[config.mk]
export PLATFORM = sky130hd
export DESIGN_NAME = gain_saturate_peak_vu_meter_flat
export DESIGN_NICKNAME = d
export VERILOG_FILES = /design/src/rtl/gsvu_pkg.sv /design/src/rtl/gsvu_in_if.sv /design/src/rtl/gsvu_out_if.sv /design/src/rtl/gsvu_cfg_if.sv /design/src/rtl/gain_saturate_peak_vu_meter.sv /design/src/rtl/gsvu_ctrl.sv /design/src/rtl/gsvu_dp.sv /design/src/flat_wrapper.sv
export SDC_FILE = /design/constraint.sdc
export NUM_CORES = 2
export LEC_CHECK = 0
export ABC_CLOCK_PERIOD_IN_PS = 8700
export BUFFER_PORTS_ARGS = -buffer_cell sky130_fd_sc_hd__buf_2
export CORE_UTILIZATION = 50
export DETAILED_ROUTE_END_ITERATION = 10
export HOLD_SLACK_MARGIN = 0.06
export MAX_ROUTING_LAYER = met4
export PLACE_DENSITY = 0.66
export SKIP_LAST_GASP = 1
export SYNTH_ARGS = -nofsm -noshare
export SYNTH_HDL_FRONTEND = slang
export SYNTH_HIERARCHICAL = 1
export SYNTH_SLANG_ARGS = --single-unit
export TNS_END_PERCENT = 100
[constraint.sdc]
create_clock -name clk -period 8.7 [get_ports clk]
set_input_delay 1.305 -clock clk [delete_from_list [all_inputs] [get_ports clk]]
set_output_delay 1.305 -clock clk [all_outputs]
set_load 0.01 [all_outputs]
[src/rtl/gsvu_pkg.sv]
// Shared types and constants for the gain stage and peak level meter.
package gsvu_pkg;

    // Configuration port
    localparam int CFG_IDX_W = 8;

    localparam logic [CFG_IDX_W-1:0] REG_GAIN   = 8'd0;
    localparam logic [CFG_IDX_W-1:0] REG_MIN_DB = 8'd1;
    localparam logic [CFG_IDX_W-1:0] REG_MAX_DB = 8'd2;
    localparam logic [CFG_IDX_W-1:0] REG_WINDOW = 8'd3;

    localparam logic [15:0] GAIN_RST   = 16'd4096;
    localparam logic [15:0] MIN_DB_RST = 16'hD800;   // -40.0 dB in Q7.8
    localparam logic [15:0] MAX_DB_RST = 16'h0000;
    localparam logic [15:0] WINDOW_RST = 16'd4800;

    // 20*log10(2)*256 in Q.16
    localparam logic [26:0] DB_PER_OCTAVE = 27'd101008905;

    // Last iteration index of the log and divide loops
    localparam logic [3:0] LOG_LAST = 4'd15;
    localparam logic [3:0] DIV_LAST = 4'd15;

    // log2 in Q.16 by repeated squaring, evaluated at elaboration only
    function automatic logic [19:0] log2_q16_const(input logic [14:0] p);
        logic [3:0]  e;
        logic [15:0] frac;
        logic [63:0] m;
        e = 4'd0;
        for (int i = 1; i < 15; i++)
        begin
            if (p[i])
            begin
                e = 4'(i);
            end
        end
        m = 64'(p) << (4'd15 - e);
        frac = 16'd0;
        for (int i = 0; i < 16; i++)
        begin
            m = (m * m) >> 15;
            frac = {frac[14:0], 1'b0};
            if (m >= 64'd65536)
            begin
                frac[0] = 1'b1;
                m = m >> 1;
            end
        end
        return {e, frac};
    endfunction

    // log2 of full scale (32767)
    localparam logic [19:0] LOG2_FULL = log2_q16_const(15'd32767);

    // Commands from the controller to the datapath
    typedef struct packed {
        logic in_ready;
        logic take;
        logic mul;
        logic sat;
        logic log_init;
        logic log_step;
        logic db_mul;
        logic db_fix;
        logic vu_prep;
        logic div_step;
        logic out_load;
    } ctrl_cmd_t;

    // Status from the datapath to the controller
    typedef struct packed {
        logic close;
        logic out_free;
    } dp_status_t;

endpackage

[src/rtl/gsvu_in_if.sv]
// Sample input channel.
interface gsvu_in_if;
    logic              valid;
    logic              ready;
    logic signed [15:0] sample_in;

    modport source (output valid, output sample_in, input ready);
    modport sink   (input valid, input sample_in, output ready);
endinterface

[src/rtl/gsvu_out_if.sv]
// Result channel: scaled sample and meter report.
interface gsvu_out_if;
    logic               valid;
    logic               ready;
    logic signed [15:0] sample_out;
    logic               meter_valid;
    logic [14:0]        peak_level;
    logic signed [15:0] peak_db;
    logic [15:0]        peak_vu;

    modport source (output valid, output sample_out, output meter_valid, output peak_level,
                    output peak_db, output peak_vu, input ready);
    modport sink   (input valid, input sample_out, input meter_valid, input peak_level,
                    input peak_db, input peak_vu, output ready);
endinterface

[src/rtl/gsvu_cfg_if.sv]
// Configuration write channel.
interface gsvu_cfg_if;
    import gsvu_pkg::*;
    logic                 valid;
    logic                 ready;
    logic [CFG_IDX_W-1:0] index;
    logic [15:0]          data;

    modport source (output valid, output index, output data, input ready);
    modport sink   (input valid, input index, input data, output ready);
endinterface

[src/rtl/gain_saturate_peak_vu_meter.sv]
// Top level: gain stage with peak level meter, configuration registers.
//
// Usage:
//   samples  - one signed 16-bit PCM sample per beat (valid/ready).
//   results  - one beat per sample: the scaled, rounded, saturated sample;
//              on the beat that closes a window, also meter_valid, the peak,
//              the peak in Q7.8 dB and the VU ratio (all zero otherwise).
//   cfg      - register writes (index, data); always ready. Write only while
//              no sample is in flight. Index 0 gain, 1 min dB, 2 max dB,
//              3 window length; other indexes are ignored.
// Sequence:
//   A sample that does not close a window steps through the multiply, saturate
//   and done states; the next beat is accepted only after its result has been
//   loaded into the output register. A closing sample also runs the 16-step
//   squaring log2 loop, the dB steps and the 16-step divider for the VU ratio.
// Reset clears peak, sample count and the output valid flag; registers take
//   their defaults (unity gain, -40 dB to 0 dB, 4800-sample window).
// When the receiver stalls the result holds in the output register; one more
//   sample is accepted and processed, then the input waits for the slot.
module gain_saturate_peak_vu_meter
    import gsvu_pkg::*;
#(
    parameter int COUNT_BITS = 16
)
(
    input  logic         clk,
    input  logic         rst_n,
    gsvu_in_if.sink      samples,
    gsvu_out_if.source   results,
    gsvu_cfg_if.sink     cfg
);

    logic [15:0] gain_reg;
    logic [15:0] min_db_reg;
    logic [15:0] max_db_reg;
    logic [15:0] window_reg;

    ctrl_cmd_t  cmd;
    dp_status_t status;

    // Configuration registers
    assign cfg.ready = 1'b1;

    always_ff @(posedge clk or negedge rst_n)
    begin
        if (!rst_n)
        begin
            gain_reg   <= GAIN_RST;
            min_db_reg <= MIN_DB_RST;
            max_db_reg <= MAX_DB_RST;
            window_reg <= WINDOW_RST;
        end
        else if (cfg.valid)
        begin
            case (cfg.index)
                REG_GAIN:   gain_reg   <= cfg.data;
                REG_MIN_DB: min_db_reg <= cfg.data;
                REG_MAX_DB: max_db_reg <= cfg.data;
                REG_WINDOW: window_reg <= cfg.data;
                default:    ;
            endcase
        end
    end

    // Controller
    gsvu_ctrl u_ctrl (
        .clk      (clk),
        .rst_n    (rst_n),
        .in_valid (samples.valid),
        .status   (status),
        .cmd      (cmd)
    );

    assign samples.ready = cmd.in_ready;

    // Datapath
    gsvu_dp #(
        .COUNT_BITS (COUNT_BITS)
    ) u_dp (
        .clk            (clk),
        .rst_n          (rst_n),
        .cmd            (cmd),
        .status         (status),
        .sample_in      (samples.sample_in),
        .gain           (gain_reg),
        .min_level_db   (min_db_reg),
        .max_level_db   (max_db_reg),
        .window_samples (window_reg),
        .out_valid      (results.valid),
        .out_ready      (results.ready),
        .sample_out     (results.sample_out),
        .meter_valid    (results.meter_valid),
        .peak_level     (results.peak_level),
        .peak_db        (results.peak_db),
        .peak_vu        (results.peak_vu)
    );

`ifndef SYNTHESIS
    // Meter fields stay zero on beats that do not close a window
    assert property (@(posedge clk) disable iff (!rst_n)
        (results.valid && !results.meter_valid) |->
            (results.peak_level == 15'd0 && results.peak_db == 16'sd0
             && results.peak_vu == 16'd0))
        else $error("meter fields set on a non-closing beat");

    // Only one sample in flight: input closes right after a beat
    assert property (@(posedge clk) disable iff (!rst_n)
        (samples.valid && samples.ready) |=> !samples.ready)
        else $error("second sample accepted while busy");

    // A new result only enters the output register when it is free
    assert property (@(posedge clk) disable iff (!rst_n)
        cmd.out_load |-> (!results.valid || results.ready))
        else $error("result overwritten before it was taken");
`endif

endmodule

[src/rtl/gsvu_ctrl.sv]
// Sequencer for the gain, log and divide steps of one sample.
module gsvu_ctrl
    import gsvu_pkg::*;
(
    input  logic       clk,
    input  logic       rst_n,
    input  logic       in_valid,
    input  dp_status_t status,
    output ctrl_cmd_t  cmd
);

    localparam logic [3:0] S_IDLE  = 4'd0;
    localparam logic [3:0] S_MUL   = 4'd1;
    localparam logic [3:0] S_SAT   = 4'd2;
    localparam logic [3:0] S_LINIT = 4'd3;
    localparam logic [3:0] S_LOG   = 4'd4;
    localparam logic [3:0] S_DBMUL = 4'd5;
    localparam logic [3:0] S_DBFIX = 4'd6;
    localparam logic [3:0] S_VUP   = 4'd7;
    localparam logic [3:0] S_DIV   = 4'd8;
    localparam logic [3:0] S_DONE  = 4'd9;

    logic [3:0] state_reg;
    logic [3:0] state_next;
    logic [3:0] iter_reg;
    logic [3:0] iter_next;

    // Next state and commands
    always_comb
    begin
        state_next = state_reg;
        iter_next  = iter_reg;
        cmd        = '0;
        case (state_reg)
            S_IDLE:
            begin
                cmd.in_ready = 1'b1;
                if (in_valid)
                begin
                    cmd.take   = 1'b1;
                    state_next = S_MUL;
                end
            end
            S_MUL:
            begin
                cmd.mul    = 1'b1;
                state_next = S_SAT;
            end
            S_SAT:
            begin
                cmd.sat    = 1'b1;
                state_next = status.close ? S_LINIT : S_DONE;
            end
            S_LINIT:
            begin
                cmd.log_init = 1'b1;
                iter_next    = 4'd0;
                state_next   = S_LOG;
            end
            S_LOG:
            begin
                cmd.log_step = 1'b1;
                iter_next    = iter_reg + 4'd1;
                if (iter_reg == LOG_LAST)
                begin
                    state_next = S_DBMUL;
                end
            end
            S_DBMUL:
            begin
                cmd.db_mul = 1'b1;
                state_next = S_DBFIX;
            end
            S_DBFIX:
            begin
                cmd.db_fix = 1'b1;
                state_next = S_VUP;
            end
            S_VUP:
            begin
                cmd.vu_prep = 1'b1;
                iter_next   = 4'd0;
                state_next  = S_DIV;
            end
            S_DIV:
            begin
                cmd.div_step = 1'b1;
                iter_next    = iter_reg + 4'd1;
                if (iter_reg == DIV_LAST)
                begin
                    state_next = S_DONE;
                end
            end
            S_DONE:
            begin
                if (status.out_free)
                begin
                    cmd.out_load = 1'b1;
                    state_next   = S_IDLE;
                end
            end
            default:
            begin
                state_next = S_IDLE;
            end
        endcase
    end

    always_ff @(posedge clk or negedge rst_n)
    begin
        if (!rst_n)
        begin
            state_reg <= S_IDLE;
            iter_reg  <= 4'd0;
        end
        else
        begin
            state_reg <= state_next;
            iter_reg  <= iter_next;
        end
    end

endmodule

[src/rtl/gsvu_dp.sv]
// Datapath: gain multiply, saturation, peak and count, log, dB and VU divide.
module gsvu_dp
    import gsvu_pkg::*;
#(
    parameter int COUNT_BITS = 16
)
(
    input  logic               clk,
    input  logic               rst_n,
    input  ctrl_cmd_t          cmd,
    output dp_status_t         status,
    input  logic signed [15:0] sample_in,
    input  logic [15:0]        gain,
    input  logic [15:0]        min_level_db,
    input  logic [15:0]        max_level_db,
    input  logic [15:0]        window_samples,
    output logic               out_valid,
    input  logic               out_ready,
    output logic signed [15:0] sample_out,
    output logic               meter_valid,
    output logic [14:0]        peak_level,
    output logic signed [15:0] peak_db,
    output logic [15:0]        peak_vu
);

    localparam int CMP_W = (COUNT_BITS > 16) ? COUNT_BITS : 16;

    // Control state
    logic [COUNT_BITS-1:0] cnt_reg;
    logic [14:0]           peak_reg;
    logic                  out_valid_reg;

    // Payload registers
    logic signed [15:0] sample_reg;
    logic signed [32:0] prod_reg;
    logic signed [15:0] sout_reg;
    logic               close_reg;
    logic [14:0]        rep_peak_reg;
    logic [3:0]         exp_reg;
    logic [15:0]        mant_reg;
    logic [15:0]        frac_reg;
    logic [46:0]        dq_reg;
    logic signed [15:0] db_reg;
    logic               vu_en_reg;
    logic [15:0]        div_r_reg;
    logic [15:0]        rem_reg;
    logic [15:0]        quo_reg;
    logic signed [15:0] sample_out_reg;
    logic               meter_valid_reg;
    logic [14:0]        peak_level_reg;
    logic signed [15:0] peak_db_reg;
    logic [15:0]        peak_vu_reg;

    // Round half away from zero and saturate
    logic [32:0]           mag;
    logic [32:0]           mag_rnd;
    logic [20:0]           rnd;
    logic [14:0]           amag;
    logic signed [15:0]    sout_next;
    logic [14:0]           peak_next;
    logic [COUNT_BITS-1:0] cnt_next;

    always_comb
    begin
        mag     = prod_reg[32] ? 33'(~prod_reg + 33'd1) : 33'(prod_reg);
        mag_rnd = mag + 33'd2048;
        rnd     = mag_rnd[32:12];
        amag    = (rnd > 21'd32767) ? 15'h7FFF : rnd[14:0];
        if (!prod_reg[32])
        begin
            sout_next = {1'b0, amag};
        end
        else if (rnd >= 21'd32768)
        begin
            sout_next = 16'sh8000;
        end
        else
        begin
            sout_next = 16'(~{1'b0, rnd[14:0]} + 16'd1);
        end
        peak_next = (amag > peak_reg) ? amag : peak_reg;
    end

    // Saturating sample count and window compare
    assign cnt_next = (cnt_reg == '1) ? cnt_reg : cnt_reg + COUNT_BITS'(1);
    assign status.close = (CMP_W'(cnt_next) >= CMP_W'(window_samples));

    // Top set bit of the reported peak
    logic [3:0]  lead;
    logic [15:0] mant_init;

    always_comb
    begin
        lead = 4'd0;
        for (int i = 1; i < 15; i++)
        begin
            if (rep_peak_reg[i])
            begin
                lead = 4'(i);
            end
        end
        mant_init = {1'b0, rep_peak_reg} << (4'd15 - lead);
    end

    // One fraction bit per squaring
    logic [31:0] mant_sq;
    logic [16:0] mant_sh;

    assign mant_sq = 32'(mant_reg) * 32'(mant_reg);
    assign mant_sh = mant_sq[31:15];

    // Octaves below full scale times dB per octave
    logic [19:0] log_diff;
    logic [46:0] dq_next;

    assign log_diff = LOG2_FULL - {exp_reg, frac_reg};
    assign dq_next  = {27'd0, log_diff} * {20'd0, DB_PER_OCTAVE};

    // Round, negate and floor at the lower bound
    logic [46:0]        dq_rnd;
    logic signed [16:0] db_raw;
    logic signed [16:0] mn_ext;
    logic signed [16:0] mx_ext;
    logic signed [15:0] db_next;

    always_comb
    begin
        dq_rnd = dq_reg + 47'h0000_8000_0000;
        mn_ext = {min_level_db[15], min_level_db};
        mx_ext = {max_level_db[15], max_level_db};
        if (rep_peak_reg == 15'd0)
        begin
            db_raw = -17'sd32768;
        end
        else
        begin
            db_raw = 17'(~{2'b00, dq_rnd[46:32]} + 17'd1);
        end
        db_next = (db_raw < mn_ext) ? min_level_db : db_raw[15:0];
    end

    // VU range, threshold and dividend
    logic signed [16:0] db_ext;
    logic signed [16:0] db_clamp;
    logic signed [16:0] n_ext;
    logic signed [16:0] r_ext;
    logic [15:0]        n16;
    logic [15:0]        r16;
    logic [19:0]        n_x10;
    logic [19:0]        r_x3;
    logic               vu_en;
    logic [31:0]        dividend;

    always_comb
    begin
        db_ext   = {db_reg[15], db_reg};
        db_clamp = (db_ext > mx_ext) ? mx_ext : db_ext;
        n_ext    = db_clamp - mn_ext;
        r_ext    = mx_ext - mn_ext;
        n16      = n_ext[15:0];
        r16      = r_ext[15:0];
        n_x10    = 20'(n16) * 20'd10;
        r_x3     = 20'(r16) * 20'd3;
        vu_en    = (mx_ext > mn_ext) && (n_x10 >= r_x3);
        dividend = {n16, 16'd0} - 32'(n16) + 32'(r16 >> 1);
    end

    // Restoring divide step
    logic [16:0] div_trial;
    logic        div_ge;
    logic [16:0] div_diff;

    assign div_trial = {rem_reg, quo_reg[15]};
    assign div_ge    = (div_trial >= {1'b0, div_r_reg});
    assign div_diff  = div_trial - {1'b0, div_r_reg};

    // Peak, count and output valid
    always_ff @(posedge clk or negedge rst_n)
    begin
        if (!rst_n)
        begin
            cnt_reg       <= '0;
            peak_reg      <= 15'd0;
            out_valid_reg <= 1'b0;
        end
        else
        begin
            if (cmd.sat)
            begin
                if (status.close)
                begin
                    cnt_reg  <= '0;
                    peak_reg <= 15'd0;
                end
                else
                begin
                    cnt_reg  <= cnt_next;
                    peak_reg <= peak_next;
                end
            end
            if (cmd.out_load)
            begin
                out_valid_reg <= 1'b1;
            end
            else if (out_ready)
            begin
                out_valid_reg <= 1'b0;
            end
        end
    end

    // Working registers
    always_ff @(posedge clk)
    begin
        if (cmd.take)
        begin
            sample_reg <= sample_in;
        end
        if (cmd.mul)
        begin
            prod_reg <= 33'(sample_reg) * 33'($signed({1'b0, gain}));
        end
        if (cmd.sat)
        begin
            sout_reg     <= sout_next;
            close_reg    <= status.close;
            rep_peak_reg <= peak_next;
        end
        if (cmd.log_init)
        begin
            exp_reg  <= lead;
            mant_reg <= mant_init;
            frac_reg <= 16'd0;
        end
        if (cmd.log_step)
        begin
            if (mant_sh[16])
            begin
                mant_reg <= mant_sh[16:1];
                frac_reg <= {frac_reg[14:0], 1'b1};
            end
            else
            begin
                mant_reg <= mant_sh[15:0];
                frac_reg <= {frac_reg[14:0], 1'b0};
            end
        end
        if (cmd.db_mul)
        begin
            dq_reg <= dq_next;
        end
        if (cmd.db_fix)
        begin
            db_reg <= db_next;
        end
        if (cmd.vu_prep)
        begin
            vu_en_reg <= vu_en;
            div_r_reg <= r16;
            rem_reg   <= dividend[31:16];
            quo_reg   <= dividend[15:0];
        end
        if (cmd.div_step)
        begin
            rem_reg <= div_ge ? div_diff[15:0] : div_trial[15:0];
            quo_reg <= {quo_reg[14:0], div_ge};
        end
        if (cmd.out_load)
        begin
            sample_out_reg  <= sout_reg;
            meter_valid_reg <= close_reg;
            peak_level_reg  <= close_reg ? rep_peak_reg : 15'd0;
            peak_db_reg     <= close_reg ? db_reg : 16'sd0;
            peak_vu_reg     <= (close_reg && vu_en_reg) ? quo_reg : 16'd0;
        end
    end

    assign status.out_free = !out_valid_reg || out_ready;

    assign out_valid   = out_valid_reg;
    assign sample_out  = sample_out_reg;
    assign meter_valid = meter_valid_reg;
    assign peak_level  = peak_level_reg;
    assign peak_db     = peak_db_reg;
    assign peak_vu     = peak_vu_reg;

endmodule
[src/flat_wrapper.sv]
// flat-port wrapper written by rule: the top's interface ports become plain ports
module gain_saturate_peak_vu_meter_flat import gsvu_pkg::*;
#(
    parameter int COUNT_BITS = 16
)
  (clk, rst_n, samples_valid, samples_sample_in, samples_ready, results_valid, results_sample_out, results_meter_valid, results_peak_level, results_peak_db, results_peak_vu, results_ready, cfg_valid, cfg_index, cfg_data, cfg_ready);
  gsvu_in_if samples_i ();
  gsvu_out_if results_i ();
  gsvu_cfg_if cfg_i ();
  input  logic clk;
  input  logic rst_n;
  input wire logic [$bits(samples_i.valid)-1:0] samples_valid;
  input wire logic [$bits(samples_i.sample_in)-1:0] samples_sample_in;
  output wire logic [$bits(samples_i.ready)-1:0] samples_ready;
  output wire logic [$bits(results_i.valid)-1:0] results_valid;
  output wire logic [$bits(results_i.sample_out)-1:0] results_sample_out;
  output wire logic [$bits(results_i.meter_valid)-1:0] results_meter_valid;
  output wire logic [$bits(results_i.peak_level)-1:0] results_peak_level;
  output wire logic [$bits(results_i.peak_db)-1:0] results_peak_db;
  output wire logic [$bits(results_i.peak_vu)-1:0] results_peak_vu;
  input wire logic [$bits(results_i.ready)-1:0] results_ready;
  input wire logic [$bits(cfg_i.valid)-1:0] cfg_valid;
  input wire logic [$bits(cfg_i.index)-1:0] cfg_index;
  input wire logic [$bits(cfg_i.data)-1:0] cfg_data;
  output wire logic [$bits(cfg_i.ready)-1:0] cfg_ready;
  assign samples_i.valid = samples_valid;
  assign samples_i.sample_in = samples_sample_in;
  assign samples_ready = samples_i.ready;
  assign results_valid = results_i.valid;
  assign results_sample_out = results_i.sample_out;
  assign results_meter_valid = results_i.meter_valid;
  assign results_peak_level = results_i.peak_level;
  assign results_peak_db = results_i.peak_db;
  assign results_peak_vu = results_i.peak_vu;
  assign results_i.ready = results_ready;
  assign cfg_i.valid = cfg_valid;
  assign cfg_i.index = cfg_index;
  assign cfg_i.data = cfg_data;
  assign cfg_ready = cfg_i.ready;
  gain_saturate_peak_vu_meter #(.COUNT_BITS(COUNT_BITS)) u_core (.clk(clk), .rst_n(rst_n), .samples(samples_i), .results(results_i), .cfg(cfg_i));
endmodule
Word-level counts from Yosys, hierarchy flattened
Index checks and enable logic that the tools add are counted.

word-level totals
  output and inout bits = 67
  input port bits = 45
  register bits after elaboration = 397
  logic and storage cells = 154

operators by class
  reductions and logical operators = 18
  bitwise gates (word level) = 3
  add/subtract/negate cells = 14
  shift-type cells = 1
  order comparisons = 9
  mux-type cells = 57
  multiply operators = 5
  equality and inequality tests = 18

operators with widths
  kind                                                    count
  2-to-1 mux 16 bit                                       15
  2-to-1 mux 4 bit                                        18
  2-to-1 mux 15 bit                                       4
  subtractor 16 bit                                       3
  adder 47 x 32 -> 47 bit (second input constant)         1
  multiplier 20 x 27 -> 47 bit (second input constant)    1
  one-hot mux 4 bit (10 select lines)                     1
  adder 33 x 1 -> 33 bit (second input constant)          1
  adder 33 x 12 -> 33 bit (second input constant)         1
  multiplier 16 x 17 -> 33 bit                            1
  2-to-1 mux 33 bit                                       1
  NOT 33 bit                                              1
  adder 16 x 1 -> 16 bit (second input constant)          2
  adder 32 x 15 -> 32 bit                                 1
  > comparator 16 bit                                     2
  multiplier 16 x 16 -> 32 bit                            1
  subtractor 32 x 16 -> 32 bit                            1
  >= comparator 21 x 16 -> 1 bit (second input constant)  1
  > comparator 21 x 15 -> 1 bit (second input constant)   1
  >= comparator 20 x 18 -> 1 bit                          1
  subtractor 20 bit (first input constant)                1
  multiplier 16 x 3 -> 19 bit (second input constant)     1
  multiplier 16 x 2 -> 18 bit (second input constant)     1
  adder 17 x 1 -> 17 bit (second input constant)          1
  other kinds (32)                                        63

Logic depth before layout (Yosys ltp)
  depth in word-level cells = 18
  depth in mapped cells = 35
  mapped depth without buffers = 34

Cells and area by module
The synthesis kept the hierarchy.

by module, submodules not included
  module                       sequential area each (µm²)  cells an instance  instances  area each (µm²)
  gsvu_dp                      8668.3                      4361               1          41716.3
  gain_saturate_peak_vu_meter  1612.8                      142                1          2497.4
  gsvu_ctrl                    200.2                       66                 1          610.6

Worst setup path after synthesis
Ideal clock, no wire load.

  path kind = register to register
  start point = register u_core.u_dp.mant_reg[1]
  end point = register u_core.u_dp.mant_reg[8], data pin
  period minus slack after synthesis = 7.488 ns
  cell stages (with the launch flop) = 28
  buffers on the path = 4
  library setup time = 0.268 ns
  required time = 8.432 ns
  setup slack = 1.212 ns
  arrival = 7.220 ns
  path through = edfxtp_1 > clkbuf_1 > clkbuf_1 > nand2_1 > fa_1 > inv_1 > fa_1 > fa_1 > inv_1 > fa_1 > inv_1 > fa_1 > fa_1 > ha_1 > a21o_1 > a21o_1 > a21oi_1 > o211ai_1 > o22a_1 > a221o_1 > a211o_1 > a21oi_1 > xnor2_1 > clkbuf_1 > clkbuf_1 > nand2_1 > o211ai_1 > o21ai_0

on the way
  cells in the longest elaborated chain, start to end = 3

RTL lines
  item                          RTL line        text
  start: declaration            gsvu_dp.sv:40   logic [15:0] mant_reg;
  start signal: assignment      gsvu_dp.sv:232  mant_reg <= mant_init;
  start signal: assignment      gsvu_dp.sv:239  mant_reg <= mant_sh[16:1];
  start signal: assignment      gsvu_dp.sv:244  mant_reg <= mant_sh[15:0];
  multiplier 16 x 16 -> 32 bit  gsvu_dp.sv:109  assign mant_sq = 32'(mant_reg) * 32'(mant_reg);
  2-to-1 mux 16 bit             gsvu_dp.sv:237  if (mant_sh[16])
  2-to-1 mux 16 bit             gsvu_dp.sv:235  if (cmd.log_step)

Every way passes these cells.
A chain may end at the register's enable or synchronous reset.

Worst setup path after layout
  start point = register u_core.u_dp.frac_reg[1]
  end point = register u_core.u_dp.dq_reg[43], data pin

on the way
  cells in the longest elaborated chain, start to end = 2

RTL lines
  item                          RTL line        text
  start: declaration            gsvu_dp.sv:41   logic [15:0] frac_reg;
  start signal: assignment      gsvu_dp.sv:240  frac_reg <= {frac_reg[14:0], 1'b1};
  start signal: assignment      gsvu_dp.sv:245  frac_reg <= {frac_reg[14:0], 1'b0};
  subtractor 20 bit             gsvu_dp.sv:116  assign log_diff = LOG2_FULL - {exp_reg, frac_reg};
  multiplier 20 x 27 -> 47 bit  gsvu_dp.sv:117  assign dq_next = {27'd0, log_diff} * {20'd0, DB_PER_OCTAVE};
  via u_core.u_dp.dq_next[43]   gsvu_dp.sv:114  logic [46:0] dq_next;
  end signal: assignment        gsvu_dp.sv:250  dq_reg <= dq_next;
  end: declaration              gsvu_dp.sv:42   logic [46:0] dq_reg;

The timed path passes the listed nets, and every way through them passes these cells.

==> results.toml <==
[yosys]
synth-edff-count = 262
postSynth.asyncResetShare = 0.2842
ys_warn_count = 6
synth.cell_area_sq_um = 44820
synth_top_cell_by_area = "fa_1"
yosysMostFrequentCell = "inv_1"
synth_ff_type = "edfxtp_1"
yosysUniqueCellTypes = 99
yosys-top-cells-count = "inv_1 (740), ha_1 (616), fa_1 (456)"
avgSynthCellArea_sq_um = 9.811
synth-seq-cells = 366
synth_fp_nets = 5686
synth-seq-area-share = 0.2338
synth.top_cell.area_share = 0.2037
synthTopCellsByArea = "fa_1 (20%), edfxtp_1 (18%), ha_1 (17%)"
syn-instance-count = 4569

[hold_path]
holdPathEnd = "u_core/u_dp/sample_out[9]$_DFFE_PP_"
worstHoldStart = "u_core/u_dp/sout_reg[9]$_DFFE_PP_"
min_path_type = "reg -> reg"
worstHoldPathCells = 0

[worst_setup_path]
start_kind = "flop"
crit_slowest_cell = "xor2_1"
critPathMaxFanout = 10
path_buf_inv = 2
reg2reg_to = "u_core/u_dp/dq_reg[43]$_DFFE_PP_"
crit_required_ps = 9020
critPathCaptureType = "flop"
worstRegToRegCells = 26
cpLargestDelayFamily = "adder cells"
rrSetupSlack_ps = 670
criticalPathCategory = "reg -> reg"
critPathArrivalTime_ps = 8350
r2r_start = "u_core/u_dp/frac_reg[1]$_SDFFCE_PN0P_"
crit_path_max_incr_delay_ps = 670

[run]
cap_violations = 0

[timing]
tightest_slew_ps = 1125
drv_slew = 0
fin_skew_ps = 26.80
fin_setup_tns_ps = 0
hold_viol = 0
post-route-period-util = 0.9230
min_period_ps = 8031
fmax_mhz = 124.5
relSlewSlack = 0.2384
rsz0062_at_grt = "false"
setup_viol = 0

[outcome]
outcome = "finished with violations"
violations = "DRC"

[placed_design]
port_buffers = 110
hpwl_um = 86090
gp_congestion = 0.9143

[finish]
nets = 5752
syn_to_final_growth_pct = 7.227
multi_input_area_sq_um = 31030
largest_reg_flops = 33
layout-drive-gt1-share = 0.08483
seqCellArea_sq_um = 10480
fillers = 7916

[floorplan]
rows = 109
die_width_um = 301.4
core_area_sq_um = 88650
initial_core_util = 0.5056
dieHeight_um = 301.4
die_area_sq_um = 90850
io_pins = 112

[grt]
grt_util_all_layers = 0.2534
grt_pass1_wl_um = 176600
grt_max_degree = 66
grt_overflow = 0
antenna_found_initial = 3
grt_pass1_vias = 33160

[clock_tree]
cts_tree = "yes"
cts_buffers = 43
cts_setup_buffers = 0
cts.hold.buffers_added = 0
clk_pin_slew_worst_paths_ps = 60
numClockSinks = 366
cts.htree.levels = 2
cts_buffer_depth = 3
clock_latency_ps = 590
cts_root_buffer = "clkbuf_16"
cts-resized-gates = 0

[drt]
wl_per_cell_um = 18.66
detail-route-antenna-nets = 0
vias_per_cell = 5.546
drtIter0Drc = 1884
routed_wl_um = 108900
drc = 18
firstDrtPassIters = 8
vias = 32370
how the worst max path moves through the flow:
| stage | endpoint | depth (start not counted) | slack, ps | start |
|---|---|---|---|---|
| finish | u_core/u_dp/dq_reg[43]$_DFFE_PP_ | 26 | 670 | u_core/u_dp/frac_reg[1]$_SDFFCE_PN0P_ |
| global route | u_core/u_dp/dq_reg[46]$_DFFE_PP_ | 26 | 150 | u_core/u_dp/frac_reg[1]$_SDFFCE_PN0P_ |
| CTS | u_core/u_dp/dq_reg[43]$_DFFE_PP_ | 26 | 690 | u_core/u_dp/frac_reg[1]$_SDFFCE_PN0P_ |
| detailed placement | u_core/u_dp/dq_reg[43]$_DFFE_PP_ | 26 | 710 | u_core/u_dp/frac_reg[1]$_SDFFCE_PN0P_ |
| global placement | u_core/u_dp/dq_reg[43]$_DFFE_PP_ | 26 | 870 | u_core/u_dp/frac_reg[1]$_SDFFCE_PN0P_ |
| floorplan | u_core/u_dp/mant_reg[8]$_DFFE_PP_ | 27 | 1210 | u_core/u_dp/mant_reg[1]$_DFFE_PP_ |
cells by family (layout without fill, tap and decap cells):
group / after synthesis / after routing / share of synthesized area
simple gates: 1193 / 1193 / 0.1344
fa+ha+maj: 1078 / 1078 / 0.3769
buf+inv: 876 / 975 / 0.07472
compound gates: 695 / 695 / 0.1026
flops: 366 / 366 / 0.2338
xor+xnor: 231 / 231 / 0.04514
mux: 129 / 129 / 0.03232
other cells: 1 / 4 / 0.00008366
area by class of cell:
class | instances | share of cell area
clock buffers | 52 | 0.02439
flip-flops and latches | 366 | 0.2181
inverters | 740 | 0.05779
multi-input cells | 3327 | 0.6457
well taps | 1165 | 0.03033
repair buffers | 157 | 0.01885
diodes | 3 | 0.0001562
clock inverters | 26 | 0.004712
placed cells by master (no fill, tap or decap), types with 146 or more instances in the layout:
cell type / count
fa_1: 456
edfxtp_1: 262
a21oi_1: 170
nand2_1: 389
o21ai_0: 147
ha_1: 616
nor2_1: 204
inv_1: 740
xnor2_1: 146
and2_1: 214
stage by stage:
stage | worst slack [ps] | area [sq um] | hold WS [ps] | std cells | utilization
global route | 145.7 | 48060 | 444.9 | 5834 | 0.5421
detailed placement | 710.4 | 46660 | 404.5 | 5755 | 0.5263
CTS | 692.0 | 48060 | 426.6 | 5833 | 0.5421
global placement | 866.7 | 46660 | 405.8 | 5755 | 0.5263
floorplan | 1212 | 44820 | 400.3 | 4569 | -
finish | 669.5 | 48060 | 428.5 | 5836 | 0.5422
per-layer routing:
| layer | global-route usage | part of all wire | wire length [um] |
|---|---|---|---|
| met5 | - | 0 | 0 |
| met2 | 0.4203 | 0.48 | 52470 |
| met1 | 0.3324 | 0.45 | 48950 |
| met4 | 0.06297 | 0.025 | 2679 |
| met3 | 0.02550 | 0.044 | 4807 |
worst reg2reg max path, delay by kind of cell (launching register included):
kind,cells,cell delay [ps]
xor+xnor,2,780
compound gates,8,1650
fa+ha+maj,8,3430
buf+inv,2,120
flops,1,600
simple gates,6,1180
Power is left out: the tool's default activity adds up to more than one toggle a clock period on the data nets, which glitch-free logic cannot reach.
